$ cat config.mk
export PLATFORM = sky130hd
export DESIGN_NAME = touch_press_qualifier_top
export DESIGN_NICKNAME = d
export VERILOG_FILES = /design/src/sv/tpq_pkg.sv /design/src/sv/tpq_coord.sv /design/src/sv/tpq_qualify.sv /design/src/sv/touch_press_qualifier_top.sv
export SDC_FILE = /design/constraint.sdc
export NUM_CORES = 2
export LEC_CHECK = 0
export BUFFER_PORTS_ARGS = -buffer_cell sky130_fd_sc_hd__buf_4
export CAP_MARGIN = 15
export CORE_MARGIN = 4
export CORE_UTILIZATION = 57
export DETAILED_ROUTE_END_ITERATION = 8
export HOLD_SLACK_MARGIN = 0.1
export PLACE_DENSITY = 0.74
export SETUP_SLACK_MARGIN = 0.05
export SLEW_MARGIN = 20
export SYNTH_ARGS = -nofsm -noshare
export SYNTH_HDL_FRONTEND = slang
export SYNTH_SLANG_ARGS = --single-unit
$ cat constraint.sdc
create_clock -name clk -period 9.8 [get_ports clk]
set_clock_uncertainty 0.1 [all_clocks]
set_input_delay 0.98 -clock clk [delete_from_list [all_inputs] [get_ports clk]]
set_output_delay 0.98 -clock clk [all_outputs]
set_load 0.1 [all_outputs]
$ cat src/sv/tpq_pkg.sv
// Package for the touch press qualifier: beat structs, register indexes,
// result codes and timing constants. No dependencies.
`default_nettype none

package tpq_pkg;

  localparam int CFG_INDEX_W = 3;
  localparam int CFG_DATA_W  = 16;

  localparam logic [CFG_INDEX_W-1:0] REG_PRESS_COUNT      = 3'd0;
  localparam logic [CFG_INDEX_W-1:0] REG_RELEASE_COUNT    = 3'd1;
  localparam logic [CFG_INDEX_W-1:0] REG_STABILITY_PIXELS = 3'd2;
  localparam logic [CFG_INDEX_W-1:0] REG_REPRESS_GAP_MS   = 3'd3;
  localparam logic [CFG_INDEX_W-1:0] REG_BOOT_MUTE_MS     = 3'd4;
  localparam logic [CFG_INDEX_W-1:0] REG_FAIL_LIMIT       = 3'd5;
  localparam logic [CFG_INDEX_W-1:0] REG_START_ONLINE     = 3'd6;

  localparam logic [1:0] ST_OK      = 2'd0;
  localparam logic [1:0] ST_OFFLINE = 2'd1;
  localparam logic [1:0] ST_FAIL    = 2'd2;
  localparam logic [1:0] ST_TIMEOUT = 2'd3;

  localparam logic [8:0]  SCREEN_W         = 9'd480;
  localparam logic [8:0]  SCREEN_H         = 9'd320;
  localparam logic [31:0] REPROBE_MS       = 32'd10000;
  localparam logic [31:0] CAMERA_BYPASS_MS = 32'd5000;
  localparam logic [31:0] RECOVER_COOL_MS  = 32'd2000;
  localparam logic [31:0] BACKOFF_MS       = 32'd100;
  localparam logic [31:0] CACHE_HELD_MS    = 32'd10;
  localparam logic [31:0] CACHE_IDLE_MS    = 32'd15;
  localparam logic [3:0]  COUNT_MAX        = 4'd15;
  localparam logic [3:0]  TOUCH_MASK       = 4'hF;

  typedef struct packed {
    logic [31:0] time_ms;
    logic        read_ok;
    logic        read_timeout;
    logic        servo_busy;
    logic        camera_busy;
    logic        probe_ack;
    logic [7:0]  status_byte;
    logic [7:0]  x_high;
    logic [7:0]  x_low;
    logic [7:0]  y_high;
    logic [7:0]  y_low;
  } tpq_in_t;

  typedef struct packed {
    logic       pressed;
    logic [8:0] x_pos;
    logic [8:0] y_pos;
    logic [1:0] result_status;
    logic       recover_request;
    logic       from_cache;
  } tpq_out_t;

  typedef struct packed {
    logic [3:0]  press_count;
    logic [3:0]  release_count;
    logic [8:0]  stability_pixels;
    logic [15:0] repress_gap_ms;
    logic [15:0] boot_mute_ms;
    logic [3:0]  fail_limit;
    logic        start_online;
  } tpq_cfg_t;

  typedef struct packed {
    logic       touch_hit;
    logic [8:0] nx;
    logic [8:0] ny;
  } tpq_coord_t;

endpackage

`default_nettype wire

$ cat src/sv/tpq_coord.sv
// Coordinate decode: touch count check, rotation and clamping to 480x320.
// Depends on tpq_pkg.
`default_nettype none

module tpq_coord (
  input  tpq_pkg::tpq_in_t    beat,
  output tpq_pkg::tpq_coord_t coord
);
  import tpq_pkg::*;

  logic [3:0]  touches;
  logic [11:0] raw_x;
  logic [11:0] raw_y;
  logic        touch_ok;
  logic [8:0]  nx;
  logic [8:0]  ny;

  always_comb begin
    touches  = beat.status_byte[3:0] & TOUCH_MASK;
    raw_x    = {beat.x_high[3:0], beat.x_low};
    raw_y    = {beat.y_high[3:0], beat.y_low};
    touch_ok = (touches == 4'd1) || (touches == 4'd2);
    nx = '0;
    ny = '0;
    if (touch_ok) begin
      nx = (raw_y > {3'b000, SCREEN_W}) ? SCREEN_W : raw_y[8:0];
      ny = (raw_x > {3'b000, SCREEN_H}) ? SCREEN_H : SCREEN_H - raw_x[8:0];
    end
    coord.nx        = nx;
    coord.ny        = ny;
    coord.touch_hit = touch_ok && !((nx == 9'd0) && (ny == 9'd0));
  end

endmodule

`default_nettype wire

$ cat src/sv/tpq_qualify.sv
// Qualifier state and per-beat decision: online tracking, backoff, cache,
// camera skip, boot mute, debounce and recovery. Depends on tpq_pkg.
`default_nettype none

module tpq_qualify (
  input  logic                clk,
  input  logic                rst,
  input  logic                go,
  input  tpq_pkg::tpq_in_t    beat,
  input  tpq_pkg::tpq_coord_t coord,
  input  tpq_pkg::tpq_cfg_t   cfg,
  input  logic                online_load,
  output tpq_pkg::tpq_out_t   res
);
  import tpq_pkg::*;

  logic        online, online_next;
  logic        held, held_next;
  logic [31:0] reprobe_time, reprobe_time_next;
  logic [31:0] fail_time, fail_time_next;
  logic [31:0] sample_time, sample_time_next;
  logic [31:0] release_time, release_time_next;
  logic [31:0] camera_skip_start, camera_skip_start_next;
  logic [31:0] recover_time, recover_time_next;
  logic [31:0] mute_start, mute_start_next;
  logic [8:0]  held_x, held_x_next;
  logic [8:0]  held_y, held_y_next;
  logic [8:0]  run_x, run_x_next;
  logic [8:0]  run_y, run_y_next;
  logic [3:0]  fail_count, fail_count_next;
  logic [3:0]  press_run, press_run_next;
  logic [3:0]  miss_run, miss_run_next;

  function automatic logic [3:0] sat_inc(input logic [3:0] v);
    return (v < COUNT_MAX) ? v + 4'd1 : COUNT_MAX;
  endfunction

  function automatic logic [8:0] abs_diff(input logic [8:0] a, input logic [8:0] b);
    return (a >= b) ? a - b : b - a;
  endfunction

  always_ff @(posedge clk) begin
    if (rst) begin
      online            <= 1'b1;
      held              <= 1'b0;
      reprobe_time      <= '0;
      fail_time         <= '0;
      sample_time       <= '0;
      release_time      <= '0;
      camera_skip_start <= '0;
      recover_time      <= '0;
      mute_start        <= '0;
      held_x            <= '0;
      held_y            <= '0;
      run_x             <= '0;
      run_y             <= '0;
      fail_count        <= '0;
      press_run         <= '0;
      miss_run          <= '0;
    end else if (online_load) begin
      online <= cfg.start_online;
    end else if (go) begin
      online            <= online_next;
      held              <= held_next;
      reprobe_time      <= reprobe_time_next;
      fail_time         <= fail_time_next;
      sample_time       <= sample_time_next;
      release_time      <= release_time_next;
      camera_skip_start <= camera_skip_start_next;
      recover_time      <= recover_time_next;
      mute_start        <= mute_start_next;
      held_x            <= held_x_next;
      held_y            <= held_y_next;
      run_x             <= run_x_next;
      run_y             <= run_y_next;
      fail_count        <= fail_count_next;
      press_run         <= press_run_next;
      miss_run          <= miss_run_next;
    end
  end

  always_comb begin
    logic [31:0] now;
    logic [31:0] now_nz;
    logic [31:0] cam_eff;
    logic [31:0] mute_eff;
    logic [31:0] cache_lim;
    logic        rp;
    logic [3:0]  fc;
    logic [3:0]  pr;
    logic [3:0]  mr;
    logic [8:0]  hx;
    logic [8:0]  hy;

    now       = beat.time_ms;
    now_nz    = (now == 32'd0) ? 32'd1 : now;
    cache_lim = held ? CACHE_HELD_MS : CACHE_IDLE_MS;
    cam_eff   = camera_skip_start;
    mute_eff  = mute_start;
    rp        = 1'b0;
    fc        = fail_count;
    pr        = press_run;
    mr        = miss_run;
    hx        = held_x;
    hy        = held_y;

    online_next            = online;
    held_next              = held;
    reprobe_time_next      = reprobe_time;
    fail_time_next         = fail_time;
    sample_time_next       = sample_time;
    release_time_next      = release_time;
    camera_skip_start_next = camera_skip_start;
    recover_time_next      = recover_time;
    mute_start_next        = mute_start;
    held_x_next            = held_x;
    held_y_next            = held_y;
    run_x_next             = run_x;
    run_y_next             = run_y;
    fail_count_next        = fail_count;
    press_run_next         = press_run;
    miss_run_next          = miss_run;
    res                    = '0;

    if (!online) begin
      if (now - reprobe_time >= REPROBE_MS) begin
        reprobe_time_next = now;
        if (beat.probe_ack) begin
          online_next = 1'b1;
        end
      end
      res.result_status = ST_OFFLINE;
    end else if ((fail_time != 32'd0) && (now - fail_time < BACKOFF_MS)) begin
      res.result_status = ST_FAIL;
    end else if (now - sample_time < cache_lim) begin
      res.pressed    = held;
      res.x_pos      = held ? held_x : 9'd0;
      res.y_pos      = held ? held_y : 9'd0;
      res.from_cache = 1'b1;
    end else begin
      if (beat.camera_busy) begin
        if (camera_skip_start == 32'd0) begin
          cam_eff = now_nz;
        end
        camera_skip_start_next = cam_eff;
      end else begin
        camera_skip_start_next = '0;
      end
      if (beat.camera_busy && (now - cam_eff < CAMERA_BYPASS_MS)) begin
        res.pressed    = held;
        res.x_pos      = held ? held_x : 9'd0;
        res.y_pos      = held ? held_y : 9'd0;
        res.from_cache = 1'b1;
      end else begin
        sample_time_next = now;
        if (!beat.read_ok) begin
          fail_time_next = now_nz;
          if (beat.read_timeout) begin
            res.result_status = ST_TIMEOUT;
          end else if (beat.servo_busy) begin
            res.result_status = ST_FAIL;
          end else begin
            fc                = sat_inc(fail_count);
            fail_count_next   = fc;
            res.result_status = ST_FAIL;
            if ((fc >= cfg.fail_limit) && (now - recover_time > RECOVER_COOL_MS)) begin
              res.recover_request = 1'b1;
              recover_time_next   = now;
              fail_count_next     = '0;
              online_next         = beat.probe_ack;
              mute_start_next     = '0;
            end
          end
        end else begin
          fail_count_next = '0;
          fail_time_next  = '0;
          if (mute_start == 32'd0) begin
            mute_eff = now;
          end
          mute_start_next = mute_eff;
          rp = coord.touch_hit && !(now - mute_eff < {16'd0, cfg.boot_mute_ms});

          if (rp) begin
            if (press_run == 4'd0) begin
              pr = 4'd1;
            end else if ((abs_diff(coord.nx, run_x) <= cfg.stability_pixels) &&
                         (abs_diff(coord.ny, run_y) <= cfg.stability_pixels)) begin
              pr = sat_inc(press_run);
            end else begin
              pr = 4'd1;
            end
            run_x_next = coord.nx;
            run_y_next = coord.ny;
            mr         = '0;
          end else begin
            mr = sat_inc(miss_run);
            pr = '0;
          end
          press_run_next = pr;
          miss_run_next  = mr;

          if (held) begin
            if (mr >= cfg.release_count) begin
              release_time_next = now;
              held_next         = 1'b0;
            end else begin
              if (rp) begin
                hx = coord.nx;
                hy = coord.ny;
              end
              held_x_next = hx;
              held_y_next = hy;
              res.pressed = 1'b1;
              res.x_pos   = hx;
              res.y_pos   = hy;
            end
          end else if ((pr >= cfg.press_count) &&
                       (now - release_time >= {16'd0, cfg.repress_gap_ms})) begin
            held_next   = 1'b1;
            held_x_next = coord.nx;
            held_y_next = coord.ny;
            res.pressed = 1'b1;
            res.x_pos   = coord.nx;
            res.y_pos   = coord.ny;
          end
        end
      end
    end
  end

  a_recover_clears_count: assert property (@(posedge clk) disable iff (rst)
    go && !online_load && res.recover_request |=> fail_count == 4'd0)
    else $error("recovery did not clear the failure count");

  a_unpressed_zero: assert property (@(posedge clk) disable iff (rst)
    go && !res.pressed |-> (res.x_pos == 9'd0) && (res.y_pos == 9'd0))
    else $error("coordinates nonzero on an unpressed result");

  a_cache_ok: assert property (@(posedge clk) disable iff (rst)
    go && res.from_cache |-> (res.result_status == ST_OK) && !res.recover_request)
    else $error("cached answer with a failure status");

  a_idle_holds: assert property (@(posedge clk) disable iff (rst)
    !go |=> $stable(held) && $stable(fail_count) && $stable(press_run))
    else $error("qualifier state moved without a beat");

endmodule

`default_nettype wire

$ cat src/sv/touch_press_qualifier_top.sv
// Touch press qualifier top: input register, decode and qualify logic,
// result register, configuration registers. Depends on tpq_pkg, tpq_coord, tpq_qualify.
// A beat is held in the input register, then its result in the result register.
// Throughput: one beat per cycle; the input register advances whenever the
// result register is empty or being taken. Synchronous reset clears both
// registers' valid bits and loads the register defaults and the qualifier state.
`default_nettype none

module touch_press_qualifier_top (
  input  logic                                clk,
  input  logic                                rst,
  input  logic                                in_valid,
  output logic                                in_stall,
  input  tpq_pkg::tpq_in_t                    in_data,
  output logic                                out_valid,
  input  logic                                out_stall,
  output tpq_pkg::tpq_out_t                   out_data,
  input  logic                                cfg_write,
  input  logic [tpq_pkg::CFG_INDEX_W-1:0]     cfg_index,
  input  logic [tpq_pkg::CFG_DATA_W-1:0]      cfg_data
);
  import tpq_pkg::*;

  logic       beat_valid;
  tpq_in_t    beat;
  tpq_cfg_t   cfg;
  tpq_cfg_t   cfg_eff;
  tpq_coord_t coord;
  tpq_out_t   res;
  logic       advance;
  logic       go;
  logic       online_load;

  assign advance     = !out_valid || !out_stall;
  assign in_stall    = beat_valid && !advance;
  assign go          = beat_valid && advance;
  assign online_load = cfg_write && (cfg_index == REG_START_ONLINE);

  always_ff @(posedge clk) begin
    if (rst) begin
      beat_valid <= 1'b0;
    end else if (!in_stall) begin
      beat_valid <= in_valid;
    end
  end

  always_ff @(posedge clk) begin
    if (in_valid && !in_stall) begin
      beat <= in_data;
    end
  end

  always_ff @(posedge clk) begin
    if (rst) begin
      out_valid <= 1'b0;
    end else if (advance) begin
      out_valid <= beat_valid;
    end
  end

  always_ff @(posedge clk) begin
    if (go) begin
      out_data <= res;
    end
  end

  always_ff @(posedge clk) begin
    if (rst) begin
      cfg.press_count      <= 4'd2;
      cfg.release_count    <= 4'd1;
      cfg.stability_pixels <= 9'd150;
      cfg.repress_gap_ms   <= 16'd150;
      cfg.boot_mute_ms     <= 16'd1500;
      cfg.fail_limit       <= 4'd8;
      cfg.start_online     <= 1'b1;
    end else if (cfg_write) begin
      unique case (cfg_index)
        REG_PRESS_COUNT:      cfg.press_count      <= cfg_data[3:0];
        REG_RELEASE_COUNT:    cfg.release_count    <= cfg_data[3:0];
        REG_STABILITY_PIXELS: cfg.stability_pixels <= cfg_data[8:0];
        REG_REPRESS_GAP_MS:   cfg.repress_gap_ms   <= cfg_data;
        REG_BOOT_MUTE_MS:     cfg.boot_mute_ms     <= cfg_data;
        REG_FAIL_LIMIT:       cfg.fail_limit       <= cfg_data[3:0];
        REG_START_ONLINE:     cfg.start_online     <= cfg_data[0];
        default: ;
      endcase
    end
  end

  always_comb begin
    cfg_eff = cfg;
    if (online_load) begin
      cfg_eff.start_online = cfg_data[0];
    end
  end

  tpq_coord u_coord (
    .beat  (beat),
    .coord (coord)
  );

  tpq_qualify u_qualify (
    .clk         (clk),
    .rst         (rst),
    .go          (go),
    .beat        (beat),
    .coord       (coord),
    .cfg         (cfg_eff),
    .online_load (online_load),
    .res         (res)
  );

endmodule

`default_nettype wire

==> results.ini <==
[yosys]
synth_xor_xnor_area_share_pct = 2.95
synth_mux_area_share_pct = 6.65
synth-simple-area-share_pct = 19.7
synth_common_cells = a21oi_1 (385), nor2_1 (382), inv_1 (371), dfxtp_1 (329), ha_1 (316)
syn_nets = 4584
postSynthCellCount = 4158
yosys.cell_count.top_type = a21oi_1
synth.distinct_cells = 116
synthArstFlopShare_pct = 0
synthTopCellsByArea = dfxtp_1 (20%), ha_1 (12%), edfxtp_1 (7.9%), mux2i_1 (6.1%), a21oi_1 (5.8%)
yosys.area.top_type = dfxtp_1
synthesis.area_sq_um = 33300
synth_area_per_cell_sq_um = 8.00
yosys_most_used_dff = dfxtp_1
synth_top_family_by_area = compound AO/OA/AOI/OAI gates
synth_edf_count = 88
synth_compound_area_share_pct = 23.7
synthAdderAreaFrac_pct = 12.4
synth-seq-cells = 417
synth_top_area_share_pct = 19.8
yosysWarnings = 0
ys_seq_area_share_pct = 27.7

[run_status]
status = finished, final reports clean

[worst_hold_path]
min-delay-start = cfg[16]
worst_hold_path.num_cells = 2
hold_path.class = reg -> reg

[critical_path]
critPathMaxFanout = 22
crit_buf_inv = 1
r2r-start = u_qualify.mute_start[25]
crit_arrival_ns = 9.41
cpPeakStageDelay_ns = 0.50
start_kind = flop
cp.depth = 33
cp_top_family = simple AND/OR/NAND/NOR gates
worstRegToRegCells = 33
slowest_stage = nor4_1
crit_type = reg -> reg
critPathRequiredTime_ns = 10.21
worstSetupStartpoint = u_qualify.mute_start[25]
endpoint_kind = flop

[clock_tree]
h-tree-depth = 2
cts_tree = yes
cts_setup_buffers = 0
cts.clk_slew.worst_paths_ns = 0.06
cts.sinks = 417
cts_root_buf = clkbuf_16
clockBufferDepth = 3
cts-resized-gates = 0
hold_buffers = 0
cts_buffers = 49
clock_insertion_delay_worst_skew_ns = 0.62

[place]
place_inst = 4891
gp_congestion = 0.960
post-place-ws_ns = 1.04
portBuffers = 113
place_hpwl_um = 70200

[detailed_routing]
drt-total-wl_um = 97300
ant_nets = 0
dr_wl_met2_um = 42800
vias = 31123
routedWlPerCell_um = 19.5
drcViolationCount = 0
route.met3.wl_um = 8190
vias_per_cell = 6.25
top_layer = met4
drtIter0Drc = 2740
firstDrtPassIters = 6
wl_met1_um = 42400

[timing]
grt_setup_unrepaired = false
period_minus_slack_ns = 9.00
setup_viol = 0
worst_slew_pin_slew_ns = 1.13
finalSetupTns_ns = 0
report.final.slew_viol_count = 0
hold_viol = 0
max_slew_margin_pct = 24.8
finalCritPeriodShare_pct = 91.8
fin_ws_ns = 0.804
hold_ws_ns = 0.354
fmaxAchievable_mhz = 111

[final_layout]
multi_input_area_sq_um = 21800
syn_to_final_growth_pct = 9.34
instances_no_fill = 4983
nFillCells = 5157
drive_gt1_share_pct = 8.58
seq_area_sq_um = 9230
antennaDiodeCount = 0
fin_nets = 4603

[floorplanning]
die_y_um = 250
io-pin-count = 126
die_x_um = 250
core_area_sq_um = 57700
start_util_pct = 57.7
fp-row-count = 88
die_area_sq_um = 62300

[global_route]
grt_start_max_net_pins = 96
grt_usage_pct = 29.7
overflow = 0
grt_pass1_wl_um = 153000
grt_pass1_vias = 28727
grt_antenna_before_repair = 0

[pwr]
ir_drop_mv = 0.148
leakage_nw = 14.6
p_per_area_nw_per_um2 = 175

[run]
maxCapViolCount = 0

## state kept, by name, indices dropped and copies added (netlist names)
signal	count
u_qualify.fail_time	32
out_valid	1
u_qualify.online	1
u_qualify.held	1
u_qualify.run_x	9
out_data	23
beat	65
beat_valid	1
u_qualify.miss_run	4
u_qualify.recover_time	32
u_qualify.mute_start	32
cfg	53
u_qualify.press_run	4
u_qualify.fail_count	4
u_qualify.reprobe_time	32
u_qualify.run_y	9
u_qualify.sample_time	32
u_qualify.held_y	9
u_qualify.camera_skip_start	32
u_qualify.release_time	32
u_qualify.held_x	9
## through the flow
step | cell area, sq um | utilization [%] | power, mW
after floorplan | 33300 | - | 3.81
after global placement | 34700 | 60.1 | 4.37
after global routing | 36400 | 63.1 | 6.72
final | 36400 | 63.1 | 6.35
after CTS | 36400 | 63.0 | 6.33
after detailed placement | 34700 | 60.1 | 4.39
## report_power, final
| group | total [mW] | leakage [nW] | internal [mW] | switching [mW] |
|---|---|---|---|---|
| logic | 2.56 | 10.3 | 0.984 | 1.58 |
| registers | 1.86 | 3.51 | 1.81 | 0.0499 |
| clock network | 1.93 | 0.835 | 1.12 | 0.814 |
## cell usage in the layout, fill, tap and decap left out, types with 62 or more instances in the layout
master	synthesis	routed
buf_4	13	165
nand2b_1	93	93
nor2_1	382	379
nor4_1	62	62
nand2_1	268	268
mux2i_1	204	204
a21oi_1	385	385
dfxtp_1	329	329
nor3_1	75	75
a21o_1	82	82
ha_1	316	316
nand3_1	127	127
edfxtp_1	88	88
o21ai_0	195	195
inv_1	371	371
## cells by family after synthesis
| kind of cell | after synthesis |
|---|---|
| buf+inv | 571 |
| simple gates | 1319 |
| flops | 417 |
| compound gates | 1195 |
| xor+xnor | 112 |
| fa+ha+maj | 325 |
| mux | 219 |
## worst reg2reg max path, delay by kind of cell, from the launching register on
kind,cells,cell delay (ns)
simple gates,17,4.52
fa+ha+maj,3,0.98
buf+inv,1,0.36
compound gates,11,2.46
xor+xnor,1,0.14
flops,1,0.32
## final timing paths
path                              end  slack [ns]
setup / recovery  u_qualify.held_x[2]        0.80
hold / removal                cfg[16]        0.35
setup reg to reg  u_qualify.held_x[2]        0.80
hold reg to reg               cfg[16]        0.35
## metal layers
| layer | GRT usage (%) | up-vias |
|---|---|---|
| met3 | 4.76 | 196 |
| met5 | 0 | - |
| met2 | 47.4 | 1185 |
| li1 | - | 15162 |
| met1 | 40.7 | 14580 |
| met4 | 11.2 | 0 |
## layout make-up
| class | count | share of cell area [%] |
|---|---|---|
| multi-input combinational | 3170 | 60.1 |
| sequential | 417 | 25.4 |
| inverter | 373 | 3.85 |
| clock buffer | 62 | 3.79 |
| timing repair buffer | 166 | 3.44 |
| tap | 765 | 2.63 |
| clock inverter | 30 | 0.860 |
Power figures use the tool's default switching activity.
